### src/hdl/dsst_pkg.sv
`timescale 1ns / 1ps
// dsst_pkg: shared types and constants for the dive safety stop tracker
// no dependencies; imported by every module of the block

package dsst_pkg;

  // stop phase codes
  typedef enum logic [1:0] {
    PH_NOT_STARTED = 2'd0,
    PH_IN_PROGRESS = 2'd1,
    PH_VIOLATED    = 2'd2,
    PH_DONE        = 2'd3
  } phase_e;

  // configuration register indexes
  typedef enum logic [2:0] {
    CFG_TRIGGER_DEPTH = 3'd0,
    CFG_WINDOW_SHALLOW = 3'd1,
    CFG_WINDOW_DEEP    = 3'd2,
    CFG_REARM_DEPTH    = 3'd3,
    CFG_STOP_TARGET    = 3'd4
  } cfg_idx_e;

  localparam int unsigned CfgIdxW   = 3;
  localparam int unsigned CfgDataW  = 16;
  localparam int unsigned DepthW    = 16;
  localparam int unsigned SecsW     = 16;
  localparam int unsigned TargetW   = 12;
  localparam int unsigned TimeFldW  = 6;

  // register reset values
  localparam logic [DepthW-1:0]  TRIGGER_RST = 16'd1000;
  localparam logic [DepthW-1:0]  SHALLOW_RST = 16'd300;
  localparam logic [DepthW-1:0]  DEEP_RST    = 16'd600;
  localparam logic [DepthW-1:0]  REARM_RST   = 16'd1000;
  localparam logic [TargetW-1:0] TARGET_RST  = 12'd180;

  // displayed countdown caps at 60:00
  localparam logic [TargetW-1:0] SHOW_LIMIT_S = 12'd3600;

  // rem / 60 as (rem * 2185) >> 17, exact for rem up to 3600
  localparam logic [TargetW-1:0] RECIP_60     = 12'd2185;
  localparam int unsigned        RECIP_SHIFT  = 17;
  localparam logic [TargetW-1:0] SECS_PER_MIN = 12'd60;

  typedef struct packed {
    logic [DepthW-1:0]  trigger_depth_cm;
    logic [DepthW-1:0]  window_shallow_cm;
    logic [DepthW-1:0]  window_deep_cm;
    logic [DepthW-1:0]  rearm_depth_cm;
    logic [TargetW-1:0] stop_target_s;
  } cfg_t;

  typedef struct packed {
    logic [DepthW-1:0] depth_cm;
    logic [SecsW-1:0]  interval_s;
    logic              new_dive;
    logic              deco_active;
  } in_beat_t;

  typedef struct packed {
    logic [1:0]          stop_phase;
    logic                stop_shown;
    logic [TimeFldW-1:0] remaining_min;
    logic [TimeFldW-1:0] remaining_sec;
    logic [DepthW-1:0]   max_depth_out;
  } out_beat_t;

  // status of one sample after the stop machine has run
  typedef struct packed {
    phase_e             phase;
    logic               shown;
    logic [TargetW-1:0] rem_s;
    logic [DepthW-1:0]  max_depth;
  } stop_status_t;

endpackage

### src/hdl/dsst_stop_fsm.sv
`timescale 1ns / 1ps
// dsst_stop_fsm: max depth tracking and the four-phase safety stop machine
// depends on dsst_pkg

module dsst_stop_fsm import dsst_pkg::*; (
  input  logic         clk_i,
  input  logic         rst_ni,
  input  logic         en_i,
  input  in_beat_t     beat_i,
  input  cfg_t         cfg_i,
  output stop_status_t status_o
);

  phase_e            phase_q, phase_d;
  logic [SecsW-1:0]  secs_q, secs_d;
  logic [DepthW-1:0] max_q, max_d;
  logic              shown_q, shown_d;

  // next state
  always_comb begin
    phase_e            phase_b;
    logic [SecsW-1:0]  secs_b;
    logic [SecsW-1:0]  secs_t;
    logic [DepthW-1:0] max_b;
    logic              shown_b;
    logic              in_win;
    logic              eval;
    logic [SecsW:0]    sum;
    logic [SecsW-1:0]  sum_sat;

    // new dive clears everything before the sample is applied
    phase_b = beat_i.new_dive ? PH_NOT_STARTED : phase_q;
    secs_b  = beat_i.new_dive ? '0 : secs_q;
    max_b   = beat_i.new_dive ? '0 : max_q;
    shown_b = beat_i.new_dive ? 1'b0 : shown_q;

    max_d   = (max_b <= beat_i.depth_cm) ? beat_i.depth_cm : max_b;
    eval    = !beat_i.deco_active && (max_d > cfg_i.trigger_depth_cm);
    in_win  = (beat_i.depth_cm > cfg_i.window_shallow_cm) &&
              (beat_i.depth_cm < cfg_i.window_deep_cm);

    phase_d = phase_b;
    secs_d  = secs_b;
    shown_d = shown_b;
    secs_t  = (phase_b == PH_NOT_STARTED) ? '0 : secs_b;
    sum     = {1'b0, secs_t} + {1'b0, beat_i.interval_s};
    sum_sat = sum[SecsW] ? {SecsW{1'b1}} : sum[SecsW-1:0];

    if (eval) begin
      if (in_win) begin
        if (phase_b != PH_DONE) begin
          secs_d = sum_sat;
          if (sum_sat >= {{(SecsW-TargetW){1'b0}}, cfg_i.stop_target_s}) begin
            phase_d = PH_DONE;
            shown_d = 1'b0;
          end else begin
            phase_d = PH_IN_PROGRESS;
            shown_d = 1'b1;
          end
        end
      end else if (beat_i.depth_cm > cfg_i.rearm_depth_cm) begin
        if (phase_b != PH_NOT_STARTED) begin
          phase_d = PH_NOT_STARTED;
          shown_d = 1'b0;
          secs_d  = '0;
        end
      end else if (phase_b == PH_IN_PROGRESS) begin
        phase_d = PH_VIOLATED;
        shown_d = 1'b0;
      end
    end
  end

  // outputs: remaining time only while in progress
  always_comb begin
    logic [TargetW-1:0] rem;
    rem = '0;
    if (phase_d == PH_IN_PROGRESS &&
        secs_d <= {{(SecsW-TargetW){1'b0}}, cfg_i.stop_target_s}) begin
      rem = cfg_i.stop_target_s - secs_d[TargetW-1:0];
    end
    status_o.phase     = phase_d;
    status_o.shown     = shown_d;
    status_o.rem_s     = (rem > SHOW_LIMIT_S) ? SHOW_LIMIT_S : rem;
    status_o.max_depth = max_d;
  end

  always_ff @(posedge clk_i or negedge rst_ni) begin
    if (!rst_ni) begin
      phase_q <= PH_NOT_STARTED;
      secs_q  <= '0;
      max_q   <= '0;
      shown_q <= 1'b0;
    end else if (en_i) begin
      phase_q <= phase_d;
      secs_q  <= secs_d;
      max_q   <= max_d;
      shown_q <= shown_d;
    end
  end

endmodule

### src/hdl/dsst_rem_split.sv
`timescale 1ns / 1ps
// dsst_rem_split: splits remaining seconds (up to 3600) into minutes and seconds
// depends on dsst_pkg; divide by 60 through a reciprocal multiply

module dsst_rem_split import dsst_pkg::*; (
  input  logic [TargetW-1:0]  rem_s_i,
  output logic [TimeFldW-1:0] min_o,
  output logic [TimeFldW-1:0] sec_o
);

  logic [2*TargetW-1:0] prod;
  logic [TimeFldW-1:0]  quo;
  logic [TargetW-1:0]   whole;
  logic [TargetW-1:0]   left;

  assign prod  = {{TargetW{1'b0}}, rem_s_i} * {{TargetW{1'b0}}, RECIP_60};
  assign quo   = prod[RECIP_SHIFT +: TimeFldW];
  // quo * 60 as 64q - 4q
  assign whole = ({{(TargetW-TimeFldW){1'b0}}, quo} << 6) -
                 ({{(TargetW-TimeFldW){1'b0}}, quo} << 2);
  assign left  = rem_s_i - whole;
  assign min_o = quo;
  assign sec_o = left[TimeFldW-1:0];

endmodule

### src/hdl/dive_safety_stop_tracker_unit.sv
`timescale 1ns / 1ps
// dive_safety_stop_tracker_unit: top level of the dive safety stop tracker
// depends on dsst_pkg, dsst_stop_fsm and dsst_rem_split

// usage
// - input channel in_valid_i / in_stall_o carries one depth sample per beat
// - output channel out_valid_o / out_stall_i carries one status beat per sample
// - config channel cfg_valid_i / cfg_ready_o writes one register per beat;
//   cfg_ready_o is always high; the user must write only while idle, which the
//   block itself does not enforce
// - three register stages: input register, stop machine stage, result register
// - one sample per cycle sustained unless the output stalls; the stop machine
//   state updates per sample, so back-to-back samples see each other's effect
// - a stall on the output holds the result register; the stages behind it keep
//   filling until every stage is occupied, then in_stall_o rises
// - reset empties the pipeline, loads the register defaults and returns the
//   stop machine to not started with zero max depth and timer

module dive_safety_stop_tracker_unit import dsst_pkg::*; (
  input  logic                clk_i,
  input  logic                rst_ni,
  // sample beats
  input  logic                in_valid_i,
  output logic                in_stall_o,
  input  in_beat_t            in_data_i,
  // result beats
  output logic                out_valid_o,
  input  logic                out_stall_i,
  output out_beat_t           out_data_o,
  // register writes
  input  logic                cfg_valid_i,
  output logic                cfg_ready_o,
  input  logic [CfgIdxW-1:0]  cfg_index_i,
  input  logic [CfgDataW-1:0] cfg_data_i
);

  cfg_t cfg_q;

  // pipeline occupancy
  logic in_valid_q, mid_valid_q, out_valid_q;
  logic in_ready, mid_ready, out_ready;
  logic in_take, mid_take, out_take;

  in_beat_t     in_q;
  stop_status_t status;
  stop_status_t mid_q;
  out_beat_t    out_q;
  logic [TimeFldW-1:0] rem_min, rem_sec;

  // config registers, always ready
  assign cfg_ready_o = 1'b1;

  always_ff @(posedge clk_i or negedge rst_ni) begin
    if (!rst_ni) begin
      cfg_q.trigger_depth_cm  <= TRIGGER_RST;
      cfg_q.window_shallow_cm <= SHALLOW_RST;
      cfg_q.window_deep_cm    <= DEEP_RST;
      cfg_q.rearm_depth_cm    <= REARM_RST;
      cfg_q.stop_target_s     <= TARGET_RST;
    end else if (cfg_valid_i) begin
      case (cfg_index_i)
        CFG_TRIGGER_DEPTH:  cfg_q.trigger_depth_cm  <= cfg_data_i;
        CFG_WINDOW_SHALLOW: cfg_q.window_shallow_cm <= cfg_data_i;
        CFG_WINDOW_DEEP:    cfg_q.window_deep_cm    <= cfg_data_i;
        CFG_REARM_DEPTH:    cfg_q.rearm_depth_cm    <= cfg_data_i;
        CFG_STOP_TARGET:    cfg_q.stop_target_s     <= cfg_data_i[TargetW-1:0];
        default: begin
        end
      endcase
    end
  end

  // a stage may load when it is empty or its beat moves on this cycle
  assign out_ready = !out_valid_q || !out_stall_i;
  assign mid_ready = !mid_valid_q || out_ready;
  assign in_ready  = !in_valid_q || mid_ready;

  assign in_take  = in_valid_i && in_ready;
  assign mid_take = in_valid_q && mid_ready;
  assign out_take = mid_valid_q && out_ready;

  assign in_stall_o = !in_ready;

  always_ff @(posedge clk_i or negedge rst_ni) begin
    if (!rst_ni) begin
      in_valid_q  <= 1'b0;
      mid_valid_q <= 1'b0;
      out_valid_q <= 1'b0;
    end else begin
      if (in_ready) begin
        in_valid_q <= in_valid_i;
      end
      if (mid_ready) begin
        mid_valid_q <= in_valid_q;
      end
      if (out_ready) begin
        out_valid_q <= mid_valid_q;
      end
    end
  end

  // input register
  always_ff @(posedge clk_i) begin
    if (in_take) begin
      in_q <= in_data_i;
    end
  end

  // stop machine: state advances as the sample leaves the input register
  dsst_stop_fsm u_fsm (
    .clk_i    (clk_i),
    .rst_ni   (rst_ni),
    .en_i     (mid_take),
    .beat_i   (in_q),
    .cfg_i    (cfg_q),
    .status_o (status)
  );

  always_ff @(posedge clk_i) begin
    if (mid_take) begin
      mid_q <= status;
    end
  end

  // minutes and seconds of the countdown
  dsst_rem_split u_split (
    .rem_s_i (mid_q.rem_s),
    .min_o   (rem_min),
    .sec_o   (rem_sec)
  );

  // result register
  always_ff @(posedge clk_i) begin
    if (out_take) begin
      out_q.stop_phase    <= mid_q.phase;
      out_q.stop_shown    <= mid_q.shown;
      out_q.remaining_min <= rem_min;
      out_q.remaining_sec <= rem_sec;
      out_q.max_depth_out <= mid_q.max_depth;
    end
  end

  assign out_valid_o = out_valid_q;
  assign out_data_o  = out_q;

endmodule
### config.mk
export PLATFORM = sky130hd
export DESIGN_NAME = dive_safety_stop_tracker_unit
export DESIGN_NICKNAME = d
export VERILOG_FILES = /design/src/hdl/dsst_pkg.sv /design/src/hdl/dsst_stop_fsm.sv /design/src/hdl/dsst_rem_split.sv /design/src/hdl/dive_safety_stop_tracker_unit.sv
export SDC_FILE = /design/constraint.sdc
export NUM_CORES = 1
export LEC_CHECK = 0
export ABC_CLOCK_PERIOD_IN_PS = 11800
export BUFFER_PORTS_ARGS = -buffer_cell sky130_fd_sc_hd__buf_2
export CAP_MARGIN = 10
export CORE_ASPECT_RATIO = 1.5
export CORE_UTILIZATION = 40
export CTS_BUF_LIST = sky130_fd_sc_hd__clkbuf_4 sky130_fd_sc_hd__clkbuf_8
export CTS_CLUSTER_DIAMETER = 200
export DETAILED_ROUTE_END_ITERATION = 8
export PLACE_DENSITY = 0.64
export SLEW_MARGIN = 15
export SYNTH_ARGS = -nofsm -noshare
export SYNTH_HDL_FRONTEND = slang
export SYNTH_HIERARCHICAL = 1
export SYNTH_SLANG_ARGS = --single-unit
### constraint.sdc
create_clock -name clk_i -period 11.8 [get_ports clk_i]
set_clock_uncertainty 0.05 [all_clocks]
set_input_delay 2.95 -clock clk_i [delete_from_list [all_inputs] [get_ports clk_i]]
set_output_delay 2.95 -clock clk_i [all_outputs]
set_load 0.05 [all_outputs]
=== Word level (Yosys, flattened, before mapping) ===
Cells that the tools add are included.

* Add/sub/neg operators: 4
* Multipliers: 1
* Div/mod/pow operators: 0
* Magnitude comparators: 8
* Equality and inequality tests: 7
* Shift operators: 0
* Multiplexer cells: 27
* Bitwise operators: 0
* Reductions and logical operators: 23

{| class="wikitable"
|+ Operator list
! operator !! count
|-
| 16-bit two-way mux || 10
|-
| 16-bit greater-than comparator || 3
|-
| 12-bit by 12-bit multiplier with 23-bit output (second input constant) || 1
|-
| 16-bit by 16-bit adder with 17-bit output || 1
|-
| 16-bit by 12-bit greater-or-equal comparator with 1-bit output || 1
|-
| 16-bit by 12-bit less-or-equal comparator with 1-bit output || 1
|-
| 16-bit less-or-equal comparator || 1
|-
| 16-bit less-than comparator || 1
|-
| 2-bit two-way mux || 8
|-
| 12-bit greater-than comparator (second input constant) || 1
|-
| 12-bit two-way mux || 1
|-
| 12-bit subtractor || 1
|-
| 2-bit AND reduction || 5
|-
| 1-bit two-way mux || 8
|-
| 3-bit by 2-bit equality test with 1-bit output (second input constant) || 2
|-
| 1-bit logical AND || 6
|-
| 1-bit zero test || 6
|-
| 1-bit by 6-bit subtractor with 6-bit output (first input constant) || 1
|-
| 6-bit subtractor || 1
|-
| 2-bit by 1-bit equality test with 1-bit output (second input constant) || 2
|-
| 3-bit by 1-bit equality test with 1-bit output (second input constant) || 1
|-
| 3-bit equality test (second input constant) || 1
|-
| 3-bit zero test || 1
|-
| 1-bit logical OR || 3
|-
| 3 further kinds || 3
|}

* Register bits: 210
* Latch bits: 0
* RAM bits: 0
* Bits in read-only memories: 0
* Bits of input ports: 58
* Output and inout bits: 34
* Word-level logic and storage cells: 95
* Memories kept: 0

=== Depth between registers and ports, before layout ===
Gate-level depths: netlist of run 1.

* Word-level depth: 14
* Depth in mapped cells: 34

=== By module ===
The synthesis of run 1 kept the hierarchy.

{| class="wikitable"
|+ By module, submodules not included
! module !! instances !! cells each !! area each (µm²)
|-
| dsst_stop_fsm || 1 || 808 || 6,276.0
|-
| dive_safety_stop_tracker_unit || 1 || 274 || 5,962.0
|-
| dsst_rem_split || 1 || 140 || 1,380.1
|}

=== Worst setup path after synthesis of run 1 ===
Ideal clock, no wire load.

* Path type: flip-flop to flip-flop
* Start point: register in_q[1] in the netlist's numbering
* End point: register mid_q[19] in the netlist's numbering, data pin
* Library setup time: 0.270 ns
* Arrival time: 6.753 ns
* Required time: 11.480 ns
* Setup slack: 4.727 ns
* Stages on the path, launching flop included: 35
* Path buffers: 4
* Clock period less this slack: 7.073 ns
* Path through: edfxtp_1 clkbuf_1 clkbuf_1 nor2b_1 ha_1 o21a_1 o21a_1 o21ai_0 a21oi_1 o211a_1 o21ai_2 nor2_1 clkbuf_1 a22o_1 ha_1 nand4_1 nor4_1 a21boi_1 o31ai_1 a21oi_2 o22ai_1 buf_2 nand2_1 o21ai_0 ha_1 fa_1 nand2b_1 a21oi_1 nor3_1 o31ai_1 a21oi_1 xor2_1 or4_1 nand4_4 a211oi_2

{| class="wikitable"
|+ RTL lines
! element !! RTL line !! RTL
|-
| from (decl) || dive_safety_stop_tracker_unit.sv:44 || <nowiki>in_beat_t in_q;</nowiki>
|-
| from (signal assigned) || dive_safety_stop_tracker_unit.sv:105 || <nowiki>in_q <= in_data_i;</nowiki>
|-
| to (signal assigned) || dive_safety_stop_tracker_unit.sv:121 || <nowiki>mid_q <= status;</nowiki>
|-
| to (decl) || dive_safety_stop_tracker_unit.sv:46 || <nowiki>stop_status_t mid_q;</nowiki>
|}

==> results of run 1 <==
## path summary, 6_finish.rpt
| check | from | endpoint | slack (ns) |
|---|---|---|---|
| max in group asynchronous | rst_ni | u_fsm/secs_q[9]$_DFFE_PN0P_ | 7.99 |
| worst max register to register | in_q[1]$_DFFE_PP_ | mid_q[19]$_DFFE_PP_ | 3.00 |
| worst min-delay path | mid_q[30]$_DFFE_PP_ | out_data_o[30]$_DFFE_PP_ | 0.37 |
| min in group asynchronous | rst_ni | u_fsm/max_q[13]$_DFFE_PN0P_ | 2.35 |
| worst max-delay path | in_q[1]$_DFFE_PP_ | mid_q[19]$_DFFE_PP_ | 3.00 |
| worst min register to register | mid_q[30]$_DFFE_PP_ | out_data_o[30]$_DFFE_PP_ | 0.37 |
## where the power goes
part / leakage (nW) / internal (mW) / switching [mW] / total (mW)
combinational: 4.39 / 0.438 / 0.644 / 1.08
clock: 0.376 / 0.372 / 0.315 / 0.686
sequential: 2.29 / 0.942 / 0.104 / 1.05
total: 7.06 / 1.75 / 1.06 / 2.81
## cells in the final DEF (no fill, tap or decap), types with 24 or more instances in the layout
master / netlist / layout
o21ai_0: 40 / 40
dfrtp_1: 90 / 90
edfxtp_1: 96 / 96
buf_2: 6 / 89
a22o_1: 26 / 26
nor2b_1: 45 / 45
nand2_1: 51 / 51
dfstp_2: 24 / 24
inv_1: 137 / 137
nor2_1: 52 / 51
clkbuf_8: 0 / 36
a21oi_1: 69 / 69
ha_1: 193 / 193
mux2_2: 76 / 76
## cells by family (layout without fill, tap and decap cells)
kind of cell / after synthesis / after routing / share of synthesized area [%]
AO/OA/AOI/OAI: 276 / 276 / 14.5
AND/OR/NAND/NOR: 261 / 261 / 10.8
flip-flops: 210 / 210 / 42.3
adder cells (fa/ha/maj): 203 / 203 / 19.2
buffers and inverters: 168 / 297 / 5.15
multiplexers: 76 / 76 / 6.28
XOR/XNOR: 27 / 27 / 1.74
other: 1 / 2 / 0.0275
## final cells by class
cell class | instances | share of cell area (%)
Antenna cell | 1 | 0.0164
Clock buffer | 48 | 3.85
Clock inverter | 16 | 0.987
Inverter | 138 | 3.40
Multi-Input combinational cell | 844 | 47.2
Sequential cell | 210 | 37.9
Tap cell | 420 | 3.45
Timing Repair Buffer | 95 | 3.22
## layer usage
metal	wire length [um]	global-route usage [%]	vias up
li1	-	-	4668
met1	12500	20.4	4776
met2	18100	36.8	234
met3	1210	2.81	116
met4	1880	11.3	0
met5	0	0	-
## cells in the mapped netlist (all sizes together) (5+ instances only)
cell    number  share of area [%]
o211ai       6               0.33
a211oi       8               0.61
buf         16               0.96
edfxtp      96                 21
dfrtp       90                 17
o21a        12               0.66
and4         9               0.60
nor2        52                1.4
o21ai       47                1.8
nand3       12               0.48
a21o        18               0.99
dfstp       24                4.6
nand4       19               0.98
nor3        10               0.37
a22o        26                1.7
a21oi       74                2.9
a221oi       5               0.37
a221o       17                1.2
nand2b      11               0.51
a21boi       8               0.44
or3          5               0.27
inv        137                3.8
mux2        76                6.3
a22oi        7               0.39
ha         193                 18
nand2       52                1.5
nor2b       45                2.1
xnor2       13               0.84
and2        20               0.94
nor4         5               0.23
clkbuf      14               0.39
xor2        14               0.90
fa          10                1.5
## flip-flops by register name, summed over array words and instances, names as in the netlist
| name | count |
|---|---|
| mid_valid_q | 1 |
| cfg_q | 76 |
| out_data_o | 31 |
| u_fsm/max_q | 16 |
| u_fsm/shown_q | 1 |
| u_fsm/phase_q | 2 |
| in_q | 34 |
| u_fsm/secs_q | 16 |
| mid_q | 31 |
| in_valid_q | 1 |
| out_valid_o | 1 |
## metrics by stage
step	hold slack (ns)	power, mW	util, %
4_1_cts	0.370	2.84	45.5
2_1_floorplan	0.350	1.84	-
3_3_place_gp	0.353	2.11	43.3
6_report	0.370	2.81	45.5
5_1_grt	0.381	3.00	45.5
3_5_place_dp	0.355	2.14	43.3
## critical path: cells and delay by family, from the launching register on
family,cells,cell delay (ns)
AOI/OAI and AO/OA,18,4.86
adders and majority gates,3,0.75
DFF,1,0.93
buffers and inverters,1,0.27
xor gates and xnor gates,1,0.16
and+or+nand+nor,7,1.52
==> results.sh, run 1 <==
export IMPL_fin_crit_sh_pct=74.6
export IMPL_rsz0062_at_grt="no"
export IMPL_gp_congestion=0.907
export IMPL_hpwlAfterDp_mm=25.8
export IMPL_seqCellArea_um2=5770
export IMPL_power_leakage_nw=7.06
export IMPL_place_inst=1707
export IMPL_rows=82
export IMPL_multi_input_area_um2=7180
export IMPL_setup_ws_ns=3.00
export IMPL_avgViaCountPerCell=5.53
export IMPL_hold_viol_final=0
export IMPL_grt_usage_pct=19.5
export IMPL_relSlewSlack_pct=23.4
export IMPL_ir_worst_vdd_uv=91.3
export IMPL_place_ws_ns=2.70
export IMPL_holdBufCountCts=0
export IMPL_ctsResizeCount=0
export IMPL_antenna_found_initial=1
export IMPL_synth_area_per_cell_um2=11.1
export IMPL_drive_above_1_share_pct=21.7
export IMPL_cts_root_buffer="clkbuf_8"
export IMPL_cts_reportedPaths_clkPinSlew_ns=0.07
export IMPL_grt_pass1_wl_mm=52.7
export IMPL_seq_area_frac_synth_pct=42.3
export IMPL_vias=9794
export IMPL_max_freq_ghz=0.114
export IMPL_setup_viol=0
export IMPL_hold_depth=0
export IMPL_fin_nets=1585
export IMPL_clockBufferDepth=3
export IMPL_die_area_um2=34800
export IMPL_syn_inst=1222
export IMPL_fp_dieH_um=228
export IMPL_routed_wl_mm=33.7
export IMPL_numPortBuffers=90
export IMPL_stdcell_area_um2=15200
export IMPL_critical_path_arrival_ns=9.04
export IMPL_synth_distinct_cells=88
export IMPL_grt_pass1_vias=9911
export IMPL_tns_ns=0
export IMPL_yosysWarnings=6
export IMPL_tightest_slew_ns=1.14
export IMPL_drtIter0Drc=493
export IMPL_syn_area_um2=13600
export IMPL_cts_tree="yes"
export IMPL_synthesis_nets=1483
export IMPL_drt_first_pass_iters=7
export IMPL_p_per_area_nw_per_um2=185
export IMPL_hold_path_class="flop to flop"
export IMPL_grt_max_degree=66
export IMPL_ant_nets=0
export IMPL_path_class="flop to flop"
export IMPL_ios=92
export IMPL_async_flop_share_pct=54.3
export IMPL_cap_violations=0
export IMPL_cp_slowest_cell="edfxtp_1"
export IMPL_htreeDepth=2
export IMPL_fp_coreArea_um2=33400
export IMPL_cp_max_fo=32
export IMPL_gr_total_overflow=0
export IMPL_critPathLaunchType="flop"
export IMPL_critPathRequiredTime_ns=12.04
export IMPL_die_w_um=153
export IMPL_cts_sinks=210
export IMPL_start_util_pct=40.7
export IMPL_postPlaceCellArea_um2=14500
export IMPL_final_cells=1772
export IMPL_fin_crit_ns=8.80
export IMPL_drc=0
export IMPL_clkLatencyLatePin_ns=0.59
export IMPL_status="finished clean"
export IMPL_avgRoutedWirePerCell_um=19.0
export IMPL_maxSlewViolCount=0
export IMPL_synthFlopType="edfxtp_1"
export IMPL_cp_end_kind="flop"
export IMPL_ys_seq_elements=210
export IMPL_synth_edff_count=96
export IMPL_max_stage_delay_ns=0.93
export IMPL_post_cts_setup_buffers=0
export IMPL_synthToLayoutAreaGrowth_pct=11.7
export IMPL_cts_buffers_inserted=35
export IMPL_num_fill_cells=3141
export IMPL_reg2regPathDepth=30
Power figures use the tool's default switching activity.
==> run 2, diff against run 1 <==
- ABC_CLOCK_PERIOD_IN_PS: 11800 -> 7400
- PLACE_DENSITY: 0.64 -> 0.66
- clock period: 11.8 -> 7.4 ns (I/O delays scaled with it)
==> run 2 against run 1 <==
  * The flow now finishes with violations (DRC)
  * Sequential share of layout area shrank 0.60 points
  * Fmax is 25% higher
  * Combinational power up 65%
  * Worst hold slack lost 0.0019 ns
  * Core utilization increased by 0.73 points
  * Via count is 0.65% higher
  * Critical path type unchanged
==> results.sh, run 2 (synthesized netlist as in run 1, its figures left out) <==
export IMPL_status="finished with violations"
export IMPL_violations="DRC"
export IMPL_critPathRequiredTime_ns=7.62
export IMPL_hold_depth=0
export IMPL_largest_reg_flops=76
export IMPL_finalPower_mw=4.53
export IMPL_hpwlAfterDp_mm=26.4
export IMPL_clockBufferDepth=3
export IMPL_tightest_slew_ns=1.05
export IMPL_gp_congestion=0.974
export IMPL_fp_dieH_um=228
export IMPL_ant_nets=0
export IMPL_drtIter0Drc=561
export IMPL_grt_max_degree=75
export IMPL_crit_top_cell="ha_1"
export IMPL_relSlewSlack_pct=29.6
export IMPL_fin_crit_sh_pct=95.3
export IMPL_drc=1
export IMPL_fin_nets=1609
export IMPL_grt_pass1_wl_mm=53.4
export IMPL_numPortBuffers=90
export IMPL_max_freq_ghz=0.142
export IMPL_clkLatencyLatePin_ns=0.55
export IMPL_top_regs="cfg_q (76), in_q (34)"
export IMPL_cp_max_fo=21
export IMPL_cap_violations=0
export IMPL_wl_met1_mm=12.8
export IMPL_wl_met3_mm=1.12
export IMPL_gr_total_overflow=0
export IMPL_p_per_area_nw_per_um2=293
export IMPL_avgRoutedWirePerCell_um=18.9
export IMPL_reg2reg_from="in_q[1]$_DFFE_PP_"
export IMPL_critPathLaunch="in_q[1]$_DFFE_PP_"
export IMPL_cp_slowest_cell="or4_4"
export IMPL_grt_pass1_vias=10100
export IMPL_cts_sinks=210
export IMPL_cts_buffers_inserted=36
export IMPL_cp_end_kind="flop"
export IMPL_critical_path_arrival_ns=7.27
export IMPL_met2_length_mm=18.2
export IMPL_cts_root_buffer="clkbuf_8"
export IMPL_cts_reportedPaths_clkPinSlew_ns=0.07
export IMPL_postLayoutCoreUtil_pct=46.2
export IMPL_power_leakage_nw=7.20
export IMPL_final_common_cell="ha_1"
export IMPL_maxSlewViolCount=0
export IMPL_cts_tree="yes"
export IMPL_max_stage_delay_ns=0.54
export IMPL_path_class="flop to flop"
export IMPL_hold_viol_final=0
export IMPL_reg2regPathDepth=30
export IMPL_place_inst=1730
export IMPL_avgViaCountPerCell=5.49
export IMPL_rrSetupSlack_ns=0.35
export IMPL_setup_viol=0
export IMPL_start_util_pct=40.7
export IMPL_post_cts_setup_buffers=0
export IMPL_holdPathEnd="out_data_o[11]$_DFFE_PP_"
export IMPL_die_area_um2=34800
export IMPL_final_cell_mix="193 x ha_1, 137 x inv_1, 96 x edfxtp_1, 90 x dfrtp_1, 89 x buf_2"
export IMPL_stdcell_area_um2=15500
export IMPL_die_w_um=153
export IMPL_drive_above_1_share_pct=23.7
export IMPL_worst_hold_slack_ns=0.368
export IMPL_top_register="cfg_q"
export IMPL_vias=9858
export IMPL_postPlaceCellArea_um2=14700
export IMPL_final_cells=1796
export IMPL_antenna_found_initial=1
export IMPL_worstHoldStart="mid_q[11]$_DFFE_PP_"
export IMPL_drt_first_pass_iters=9
export IMPL_reg2reg_to="mid_q[19]$_DFFE_PP_"
export IMPL_synthToLayoutAreaGrowth_pct=13.5
export IMPL_highest_layer="met4"
export IMPL_ios=92
export IMPL_fin_crit_ns=7.05
export IMPL_ir_worst_vdd_uv=168
export IMPL_routed_wl_mm=34.0
export IMPL_hold_path_class="flop to flop"
export IMPL_htreeDepth=2
export IMPL_grt_usage_pct=19.7
export IMPL_fp_coreArea_um2=33400
export IMPL_critPathLaunchType="flop"
export IMPL_rows=82
## run 2: cell type report
class	instances	area, um2
fillers	3146	18000
multi-input cells	844	7220
flip-flops and latches	210	5770
repair buffers	118	679
clock buffers	54	662
well taps	420	526
inverters	138	518
clock inverters	11	91.3
diodes	1	2.50
## run 2: how the worst max path moves through the flow
stage	to	slack [ns]	depth (start not counted)
6_report	mid_q[19]$_DFFE_PP_	0.35	30
5_1_grt	mid_q[18]$_DFFE_PP_	-0.008	32
4_1_cts	mid_q[19]$_DFFE_PP_	0.002	31
3_5_place_dp	mid_q[19]$_DFFE_PP_	0.02	31
3_3_place_gp	mid_q[19]$_DFFE_PP_	0.21	30
2_1_floorplan	mid_q[19]$_DFFE_PP_	0.33	34
## run 2: power by group
group | switching (mW) | total [mW] | internal [mW]
Sequential | 0.147 | 1.65 | 1.50
Combinational | 1.06 | 1.78 | 0.720
Clock | 0.493 | 1.11 | 0.613
Total | 1.70 | 4.53 | 2.83
## run 2: worst max-delay path, delay by kind of cell, from the launching register on
kind                     cells  cell delay [ns]
AND/OR/NAND/NOR              7             1.64
flip-flops                   1             0.44
adder cells (fa/ha/maj)      3             0.88
XOR/XNOR                     1             0.15
AO/OA/AOI/OAI               17             3.17
buffers and inverters        2             0.43
## run 2: repair_timing
item                                    in CTS  in global routing
gates resized for setup                      0                 10
hold buffers                                 0                  0
endpoints found under the setup margin       0                  9
## run 2: per-stage QoR
stage                     setup TNS, ns  setup WS, ns
after floorplan                       0         0.327
after global placement                0         0.214
after detailed placement              0        0.0242
after CTS                             0       0.00240
after global routing            -0.0134      -0.00778
final                                 0         0.350
## run 2: metal layers
layer  global-route usage [%]  vias to the layer above
met5                        0                        -
met1                     21.3                     4826
li1                         -                     4713
met4                     11.6                        0
met2                     36.7                      226
met3                     2.43                       93
